[src/hw/rtl/brf_pkg.sv]
// Package for the byte ring FIFO: operation kinds, match verdict codes,
// field widths and the stage struct shared by the top level and the match unit.
// No dependencies.
`default_nettype none

package brf_pkg;

   localparam int BYTE_W     = 8;
   localparam int KIND_W     = 3;
   localparam int CODE_W     = 2;
   localparam int REQ_DATA_W = 16;
   localparam int REQ_USER_W = 4;
   localparam int RSP_DATA_W = 24;

   localparam logic [KIND_W-1:0] KIND_ENQ   = 3'd0;
   localparam logic [KIND_W-1:0] KIND_DEQ   = 3'd1;
   localparam logic [KIND_W-1:0] KIND_PEEK  = 3'd2;
   localparam logic [KIND_W-1:0] KIND_CLEAR = 3'd3;
   localparam logic [KIND_W-1:0] KIND_MATCH = 3'd4;

   localparam logic [CODE_W-1:0] V_PROGRESS = 2'd0;
   localparam logic [CODE_W-1:0] V_MATCHED  = 2'd1;
   localparam logic [CODE_W-1:0] V_MISMATCH = 2'd2;
   localparam logic [CODE_W-1:0] V_SHORT    = 2'd3;

   // Per-transaction control carried from the accept cycle to the result cycle
   typedef struct packed {
      logic ok;
      logic dout_en;
      logic is_match;
      logic first;
      logic last;
      logic short_run;
   } brf_stage_type;

endpackage

`default_nettype wire

[src/hw/rtl/brf_ram.sv]
// Byte store of the ring FIFO: one write port, one read port, registered read.
// Depends on nothing.
`default_nettype none

module brf_ram #(
   parameter int DEPTH  = 256,
   parameter int ADDR_W = 8
) (
   input  wire logic              clock,
   input  wire logic              wr_en,
   input  wire logic [ADDR_W-1:0] wr_addr,
   input  wire logic [7:0]        wr_data,
   input  wire logic              rd_en,
   input  wire logic [ADDR_W-1:0] rd_addr,
   output logic      [7:0]        rd_data
);

   logic [7:0] mem [DEPTH];
   logic [7:0] rd_data_ff;

   always_ff @(posedge clock) begin
      if (wr_en) begin
         mem[wr_addr] <= wr_data;
      end
   end

   always_ff @(posedge clock) begin
      if (rd_en) begin
         rd_data_ff <= mem[rd_addr];
      end
   end

   assign rd_data = rd_data_ff;

endmodule

`default_nettype wire

[src/hw/rtl/brf_match.sv]
// Streamed pattern match unit: keeps match position and verdict, compares one
// pattern byte against the byte read from the store. Depends on brf_pkg.
`default_nettype none

module brf_match
   import brf_pkg::*;
#(
   parameter int PTR_W = 8
) (
   input  wire logic                 clock,
   input  wire logic                 reset,
   input  wire logic                 fire,
   input  wire brf_stage_type        stage,
   input  wire logic [BYTE_W-1:0]    pattern,
   input  wire logic [BYTE_W-1:0]    rd_data,
   output logic      [PTR_W-1:0]     match_pos,
   output logic      [CODE_W-1:0]    match_code
);

   logic [PTR_W-1:0]  pos_ff;
   logic [PTR_W-1:0]  pos_in;
   logic [CODE_W-1:0] verdict_ff;
   logic [CODE_W-1:0] verdict_in;
   logic [PTR_W-1:0]  pos_eff;
   logic [CODE_W-1:0] verdict_eff;

   always_comb begin
      pos_eff     = stage.first ? '0 : pos_ff;
      verdict_eff = stage.first ? V_PROGRESS : verdict_ff;
      pos_in      = pos_eff;
      verdict_in  = verdict_eff;
      if (verdict_eff == V_PROGRESS) begin
         if (stage.short_run) begin
            verdict_in = V_SHORT;
         end else if (rd_data != pattern) begin
            verdict_in = V_MISMATCH;
         end else begin
            // pos_eff < count <= DEPTH-1, so this cannot wrap
            pos_in = pos_eff + 1'b1;
            if (stage.last) begin
               verdict_in = V_MATCHED;
            end
         end
      end
   end

   always_ff @(posedge clock) begin
      if (reset) begin
         pos_ff     <= '0;
         verdict_ff <= V_PROGRESS;
      end else if (fire) begin
         pos_ff     <= pos_in;
         verdict_ff <= verdict_in;
      end
   end

   assign match_pos  = pos_ff;
   assign match_code = verdict_in;

endmodule

`default_nettype wire

[src/hw/rtl/byte_ring_fifo_with_peek_and_match_core.sv]
// Byte ring FIFO with peek and streamed pattern match, top level.
// The request is registered into the stage registers and the byte store read
// register, then moved into the output register once that register is free.
// One item in flight, held in busy until it moves to the output register. A new
// request is taken while the previous result still waits in the output register.
// Reset clears pointers, match state and handshake; the byte store is not cleared.
`default_nettype none

module byte_ring_fifo_with_peek_and_match_core
   import brf_pkg::*;
#(
   parameter int QUEUE_DEPTH = 256
) (
   input  wire logic                  clock,
   input  wire logic                  reset,
   input  wire logic                  req_tvalid,
   output logic                       req_tready,
   input  wire logic [REQ_DATA_W-1:0] req_tdata,  // data_in[7:0], peek_offset[15:8]
   input  wire logic [REQ_USER_W-1:0] req_tuser,  // kind[2:0], match_first[3]
   input  wire logic                  req_tlast,
   output logic                       rsp_tvalid,
   input  wire logic                  rsp_tready,
   output logic      [RSP_DATA_W-1:0] rsp_tdata   // ok[0], data_out[8:1],
                                                  // fill_count[16:9], match_code[18:17]
);

   localparam int PTR_W = (QUEUE_DEPTH > 2) ? $clog2(QUEUE_DEPTH) : 1;
   localparam int CW    = ((PTR_W > BYTE_W) ? PTR_W : BYTE_W) + 1;
   localparam logic [PTR_W-1:0] LAST_SLOT = PTR_W'(QUEUE_DEPTH - 1);
   localparam logic [CW-1:0]    DEPTH_CW  = CW'(QUEUE_DEPTH);

   logic [PTR_W-1:0] head_ff, head_in;
   logic [PTR_W-1:0] tail_ff, tail_in;
   logic             busy_ff, busy_in;
   logic             rsp_valid_ff, rsp_valid_in;
   logic [RSP_DATA_W-1:0] rsp_data_ff, rsp_data_in;
   brf_stage_type    stage_ff, stage_in;
   logic [BYTE_W-1:0] fill_ff, fill_in;
   logic [BYTE_W-1:0] pattern_ff;

   logic [KIND_W-1:0] kind;
   logic [BYTE_W-1:0] data_in;
   logic [BYTE_W-1:0] peek_offset;
   logic              match_first;
   logic              accept;
   logic              b_done;
   logic [PTR_W:0]    diff;
   logic [PTR_W-1:0]  cnt;
   logic [CW-1:0]     cnt_ext;
   logic [CW-1:0]     fill_calc;
   logic [PTR_W-1:0]  next_head, next_tail;
   logic              empty, full;
   logic [PTR_W-1:0]  match_pos;
   logic [PTR_W-1:0]  pos_eff;
   logic [CW-1:0]     offset_sel;
   logic [CW-1:0]     addr_sum;
   logic [CW-1:0]     addr_wrap;
   logic              wr_en, rd_en;
   logic [BYTE_W-1:0] rd_data;
   logic [CODE_W-1:0] match_code;
   logic [BYTE_W-1:0] dout;

   assign kind        = req_tuser[KIND_W-1:0];
   assign match_first = req_tuser[KIND_W];
   assign data_in     = req_tdata[BYTE_W-1:0];
   assign peek_offset = req_tdata[2*BYTE_W-1:BYTE_W];

   assign req_tready = !busy_ff;
   assign accept     = req_tvalid && !busy_ff;
   assign b_done     = busy_ff && (!rsp_valid_ff || rsp_tready);

   // Occupancy and ring arithmetic
   always_comb begin
      diff = {1'b0, tail_ff} - {1'b0, head_ff};
      if (tail_ff < head_ff) begin
         diff = diff + (PTR_W+1)'(QUEUE_DEPTH);
      end
      cnt       = diff[PTR_W-1:0];
      cnt_ext   = CW'(cnt);
      next_head = (head_ff == LAST_SLOT) ? '0 : head_ff + 1'b1;
      next_tail = (tail_ff == LAST_SLOT) ? '0 : tail_ff + 1'b1;
      empty     = (head_ff == tail_ff);
      full      = (next_tail == head_ff);
      pos_eff   = match_first ? '0 : match_pos;
   end

   // Read address: head plus offset, wrapped once
   always_comb begin
      case (kind)
         KIND_PEEK:  offset_sel = CW'(peek_offset);
         KIND_MATCH: offset_sel = CW'(pos_eff);
         default:    offset_sel = '0;
      endcase
      addr_sum  = CW'(head_ff) + offset_sel;
      addr_wrap = (addr_sum >= DEPTH_CW) ? addr_sum - DEPTH_CW : addr_sum;
   end

   always_comb begin
      head_in   = head_ff;
      tail_in   = tail_ff;
      wr_en     = 1'b0;
      rd_en     = 1'b0;
      fill_calc = cnt_ext;
      stage_in  = '0;
      case (kind)
         KIND_ENQ: begin
            if (!full) begin
               stage_in.ok = 1'b1;
               wr_en       = accept;
               tail_in     = next_tail;
               fill_calc   = cnt_ext + 1'b1;
            end
         end
         KIND_DEQ: begin
            if (!empty) begin
               stage_in.ok      = 1'b1;
               stage_in.dout_en = 1'b1;
               rd_en            = accept;
               head_in          = next_head;
               fill_calc        = cnt_ext - 1'b1;
            end
         end
         KIND_PEEK: begin
            if (CW'(peek_offset) < cnt_ext) begin
               stage_in.ok      = 1'b1;
               stage_in.dout_en = 1'b1;
               rd_en            = accept;
            end
         end
         KIND_CLEAR: begin
            stage_in.ok = 1'b1;
            head_in     = '0;
            tail_in     = '0;
            fill_calc   = '0;
         end
         KIND_MATCH: begin
            stage_in.ok        = 1'b1;
            stage_in.is_match  = 1'b1;
            stage_in.first     = match_first;
            stage_in.last      = req_tlast;
            stage_in.short_run = (pos_eff >= cnt);
            rd_en              = accept;
         end
         default: begin
         end
      endcase
      fill_in = fill_calc[BYTE_W-1:0];
   end

   always_comb begin
      busy_in = busy_ff;
      if (accept) begin
         busy_in = 1'b1;
      end else if (b_done) begin
         busy_in = 1'b0;
      end
      rsp_valid_in = rsp_valid_ff;
      if (b_done) begin
         rsp_valid_in = 1'b1;
      end else if (rsp_tready) begin
         rsp_valid_in = 1'b0;
      end
      dout        = stage_ff.dout_en ? rd_data : '0;
      rsp_data_in = {(RSP_DATA_W - 1 - 2*BYTE_W - CODE_W)'(0),
                     (stage_ff.is_match ? match_code : V_PROGRESS),
                     fill_ff, dout, stage_ff.ok};
   end

   always_ff @(posedge clock) begin
      if (reset) begin
         head_ff      <= '0;
         tail_ff      <= '0;
         busy_ff      <= 1'b0;
         rsp_valid_ff <= 1'b0;
      end else begin
         busy_ff      <= busy_in;
         rsp_valid_ff <= rsp_valid_in;
         if (accept) begin
            head_ff <= head_in;
            tail_ff <= tail_in;
         end
      end
   end

   always_ff @(posedge clock) begin
      if (accept) begin
         stage_ff   <= stage_in;
         fill_ff    <= fill_in;
         pattern_ff <= data_in;
      end
      if (b_done) begin
         rsp_data_ff <= rsp_data_in;
      end
   end

   brf_ram #(
      .DEPTH  (QUEUE_DEPTH),
      .ADDR_W (PTR_W)
   ) u_ram (
      .clock   (clock),
      .wr_en   (wr_en),
      .wr_addr (tail_ff),
      .wr_data (data_in),
      .rd_en   (rd_en),
      .rd_addr (addr_wrap[PTR_W-1:0]),
      .rd_data (rd_data)
   );

   brf_match #(
      .PTR_W (PTR_W)
   ) u_match (
      .clock      (clock),
      .reset      (reset),
      .fire       (b_done && stage_ff.is_match),
      .stage      (stage_ff),
      .pattern    (pattern_ff),
      .rd_data    (rd_data),
      .match_pos  (match_pos),
      .match_code (match_code)
   );

   assign rsp_tvalid = rsp_valid_ff;
   assign rsp_tdata  = rsp_data_ff;

   a_ptr_range: assert property (@(posedge clock) disable iff (reset)
      ({1'b0, head_ff} < (PTR_W+1)'(QUEUE_DEPTH)) &&
      ({1'b0, tail_ff} < (PTR_W+1)'(QUEUE_DEPTH)))
      else $error("ring pointer out of range");

   a_result_loaded: assert property (@(posedge clock) disable iff (reset)
      b_done |=> rsp_tvalid && !busy_ff)
      else $error("finished transaction did not reach the output register");

   a_full_holds_tail: assert property (@(posedge clock) disable iff (reset)
      (accept && kind == KIND_ENQ && full) |=> $stable(tail_ff))
      else $error("enqueue into a full ring moved the tail");

   a_empty_holds_head: assert property (@(posedge clock) disable iff (reset)
      (accept && kind == KIND_DEQ && empty) |=> $stable(head_ff))
      else $error("dequeue from an empty ring moved the head");

   a_code_needs_ok: assert property (@(posedge clock) disable iff (reset)
      (rsp_tvalid && rsp_tdata[2*BYTE_W+CODE_W:2*BYTE_W+1] != V_PROGRESS) |-> rsp_tdata[0])
      else $error("match verdict reported on a failed transaction");

endmodule

`default_nettype wire
[config.mk]
export PLATFORM = sky130hd
export DESIGN_NAME = byte_ring_fifo_with_peek_and_match_core
export DESIGN_NICKNAME = d
export VERILOG_FILES = /design/src/hw/rtl/brf_pkg.sv /design/src/hw/rtl/brf_ram.sv /design/src/hw/rtl/brf_match.sv /design/src/hw/rtl/byte_ring_fifo_with_peek_and_match_core.sv
export SDC_FILE = /design/constraint.sdc
export NUM_CORES = 2
export LEC_CHECK = 0
export BUFFER_PORTS_ARGS = -buffer_cell sky130_fd_sc_hd__buf_2
export CAP_MARGIN = 20
export CORE_ASPECT_RATIO = 0.5
export CORE_UTILIZATION = 45
export DETAILED_ROUTE_END_ITERATION = 16
export GPL_TIMING_DRIVEN = 0
export HOLD_SLACK_MARGIN = 0.05
export MAX_ROUTING_LAYER = met4
export PLACE_DENSITY_LB_ADDON = 0.08
export SYNTH_ARGS = -nofsm -noshare
export SYNTH_HDL_FRONTEND = slang
export SYNTH_SLANG_ARGS = --single-unit
[constraint.sdc]
create_clock -name clock -period 5.4 [get_ports clock]
set_clock_uncertainty 0.15 [all_clocks]
set_input_delay 1.35 -clock clock [delete_from_list [all_inputs] [get_ports clock]]
set_output_delay 1.35 -clock clock [all_outputs]
set_load 0.02 [all_outputs]
==> results.toml <==
[grt]
grt_most_used_layer = "met1"
grt_overflow = 0
grt.met3_usage = 0.0966
antenna_found_initial = 13
gr-usage-met2 = 0.384
grt.met1_usage = 0.423
grt_max_degree = 185
grt_usage = 0.287
grt_pass1_wl_mm = 359
grt_pass1_vias = 43833

[outcome]
violations = "negative setup slack"
status = "finished, violations left"

[final_layout]
nets = 4633
regArea_mm2 = 0.0635
multi_input_area_mm2 = 0.0205
syn_to_final_growth_pct = 14.6
fin_area_mm2 = 0.0969
n_fill_cell = 14726
drive_gt1_frac = 0.268

[setup_path]
path_buf_inv = 5
worstPathRequired_ps = 5910
startpoint_type = "primary input"
worstPathArrival_ps = 6010
crit_family = "simple AND/OR/NAND/NOR gates"
max_stage_delay_ps = 660
path_max_fanout = 11
cp-end-kind = "flop"
ff2ff_setup_slack_ps = 80
worstSetupPathType = "primary input to flop"
path_cells = "clkbuf_4 -> inv_4 -> nand2_2 -> nor2_4 -> a22oi_1 -> nor2_2 -> ha_2 -> inv_1 -> fa_2 -> xor2_4 -> buf_4 -> a21oi_2 -> nand3_1 -> clkbuf_1 -> a21oi_1 -> nand4b_1 -> and4b_4"
cp_slowest_cell = "nand3_1"

[sta]
slew-limit-headroom = 0.154
slew_violations = 0
max_freq_mhz = 182
tightest_slew_ps = 1270
min_period_over_period = 1.02
hold_viol_final = 0
setup_violations = 6
fin_ws_ps = -107
rsz0062_at_grt = "yes"
fin_crit_ps = 5510

[synthesis]
synthAdderAreaFrac = 0.00562
synth.avg_cell_area_um2 = 19.8
synth-simple-area-share = 0.0498
syn_area_mm2 = 0.0845
syn_inst = 4260
synth_xor_area_frac = 0.00434
synthDistinctLibCells = 89
async_flop_share = 0
yosysWarnings = 0
synth_seq_cells = 2125
synth-seq-area-share = 0.752
synth_compound_area_frac = 0.0190
synth_top_family_by_area = "multiplexers"
synth_edf_count = 2097
synthFlopType = "edfxtp_1"
synth_mux_area_frac = 0.153

[die]
die_x_um = 615
dieArea_mm2 = 0.190
rows = 112
core_mm2 = 0.187
die_height_um = 308
start_util = 0.453
io_pins = 51

[drt]
vias = 45187
first_pass_iters = 6
drcViolationCount = 0
drtIter0Drc = 6884
routedWlPerCell_um = 36.5
drtAntennaViolNets = 0
wl_mm = 264
vias_per_cell = 6.24

[power_and_ir_drop]
peakVddDrop_v = 0.000253
cellPowerDensity_mw_per_mm2 = 345
p_total_uw = 33400
leakage_uw = 0.0306

[clock_tree]
cts_buffer_depth = 4
htreeDepth = 4
root_buffer = "clkbuf_16"
numCtsBuffers = 193
clkSlewWorstSetupHoldPaths_ps = 60
cts_sinks = 2125
cts_hold_buffers = 0
tritoncts = "built"
clock_latency_ps = 850

[place]
dp_hpwl_mm = 180
gp_congestion = 0.955
placed_area_mm2 = 0.0889
io_buffers = 45

[min_path]
hp-class = "flop to flop"

[flow_run]
maxCapViolations = 0
-- final timing paths --
check        depth (start not counted)                     start                     endpoint
max                                 17              req_tuser[1]   u_ram.rd_data[4]$_DFFE_PP_
min                                  0  rsp_data_in[0]$_DFFE_PP_       rsp_tdata[0]$_DFFE_PP_
max reg2reg                         11   tail_ff[1]$_SDFFE_PP0P_  u_ram.mem[191][2]$_DFFE_PP_
min reg2reg                          0  rsp_data_in[0]$_DFFE_PP_       rsp_tdata[0]$_DFFE_PP_
-- sequential cells by signal (all words and copies together), names as in the netlist --
signal / count
pattern_ff: 8
rsp_data_in: 1
u_ram.mem: 2048
u_match.match_pos: 8
fill_ff: 8
rsp_tdata: 19
u_ram.rd_data: 8
rsp_tvalid: 1
busy_ff: 1
u_match.verdict_ff: 2
tail_ff: 8
head_ff: 8
stage_ff: 5
-- kinds of logic after synthesis --
| kind of cell | count (synthesis) |
|---|---|
| and+or+nand+nor | 932 |
| xor gates and xnor gates | 41 |
| DFF | 2125 |
| adders and majority gates | 37 |
| muxes | 610 |
| buffers and inverters | 272 |
| other | 1 |
| AOI/OAI and AO/OA | 242 |
-- power by group --
| part | total, uW | internal [uW] | leakage (uW) | switching [uW] |
|---|---|---|---|---|
| combinational | 1860 | 671 | 0.00862 | 1180 |
| sequential | 18100 | 18100 | 0.0191 | 12.0 |
| clock | 13400 | 7260 | 0.00289 | 6130 |
| total | 33400 | 26100 | 0.0306 | 7320 |
-- repair_timing --
action	4_1_cts	5_1_grt
pin swaps	28	9
setup endpoints to repair	8	8
resized for setup	406	27
cloned	2	0
buffers inserted	22	1
-- layer usage --
| layer | vias up | wire [um] |
|---|---|---|
| li1 | 18017 | - |
| met1 | 24445 | 115000 |
| met2 | 2371 | 109000 |
| met3 | 354 | 33500 |
| met4 | 0 | 6390 |
| met5 | - | 0 |
-- stage by stage --
| step | TNS, ps | setup WS [ps] | util | instances | hold WS (ps) |
|---|---|---|---|---|---|
| after floorplan | -2.47 | -2.47 | - | 4264 | 250 |
| after global placement | -853980 | -4830 | 0.471 | 6817 | 258 |
| after detailed placement | -30170 | -4050 | 0.477 | 6857 | 255 |
| after CTS | 0 | 0.557 | 0.518 | 7217 | 270 |
| after global routing | -32.4 | -18.5 | 0.519 | 7230 | 279 |
| final | -241 | -107 | 0.519 | 7244 | 270 |
-- synth_stat cells (21+ instances only) --
master	number	area (um2)
nor2_1	327	1230
mux4_2	547	12300
buf_2	86	430
clkbuf_1	86	323
a21oi_1	78	390
a31oi_1	22	138
nand3_1	124	621
nor3_1	29	145
a221oi_1	21	184
buf_4	34	255
ha_1	34	425
xnor2_1	24	210
o21ai_0	22	110
edfxtp_1	2097	63000
nand2_1	318	1190
dfxtp_1	28	561
inv_1	33	124
mux2i_1	61	611
-- final cells by class --
cell class	instances	share of cell area
multi-input combinational	1867	0.212
sequential	2125	0.656
timing repair buffer	119	0.0154
inverter	34	0.00134
clock buffer	240	0.0523
tap	2508	0.0324
antenna	20	0.000517
buffer	232	0.0223
clock inverter	99	0.00819
-- layout by cell type, fill, tap and decap left out, types with 48 or more instances in the layout --
master	count
nand2_1	316
nor2_1	321
buf_4	73
nand3_1	113
buf_2	76
a21oi_1	70
clkbuf_16	204
edfxtp_1	2097
mux4_2	547
mux2i_1	48
clkbuf_1	65
(Power assumes the default switching activity.)
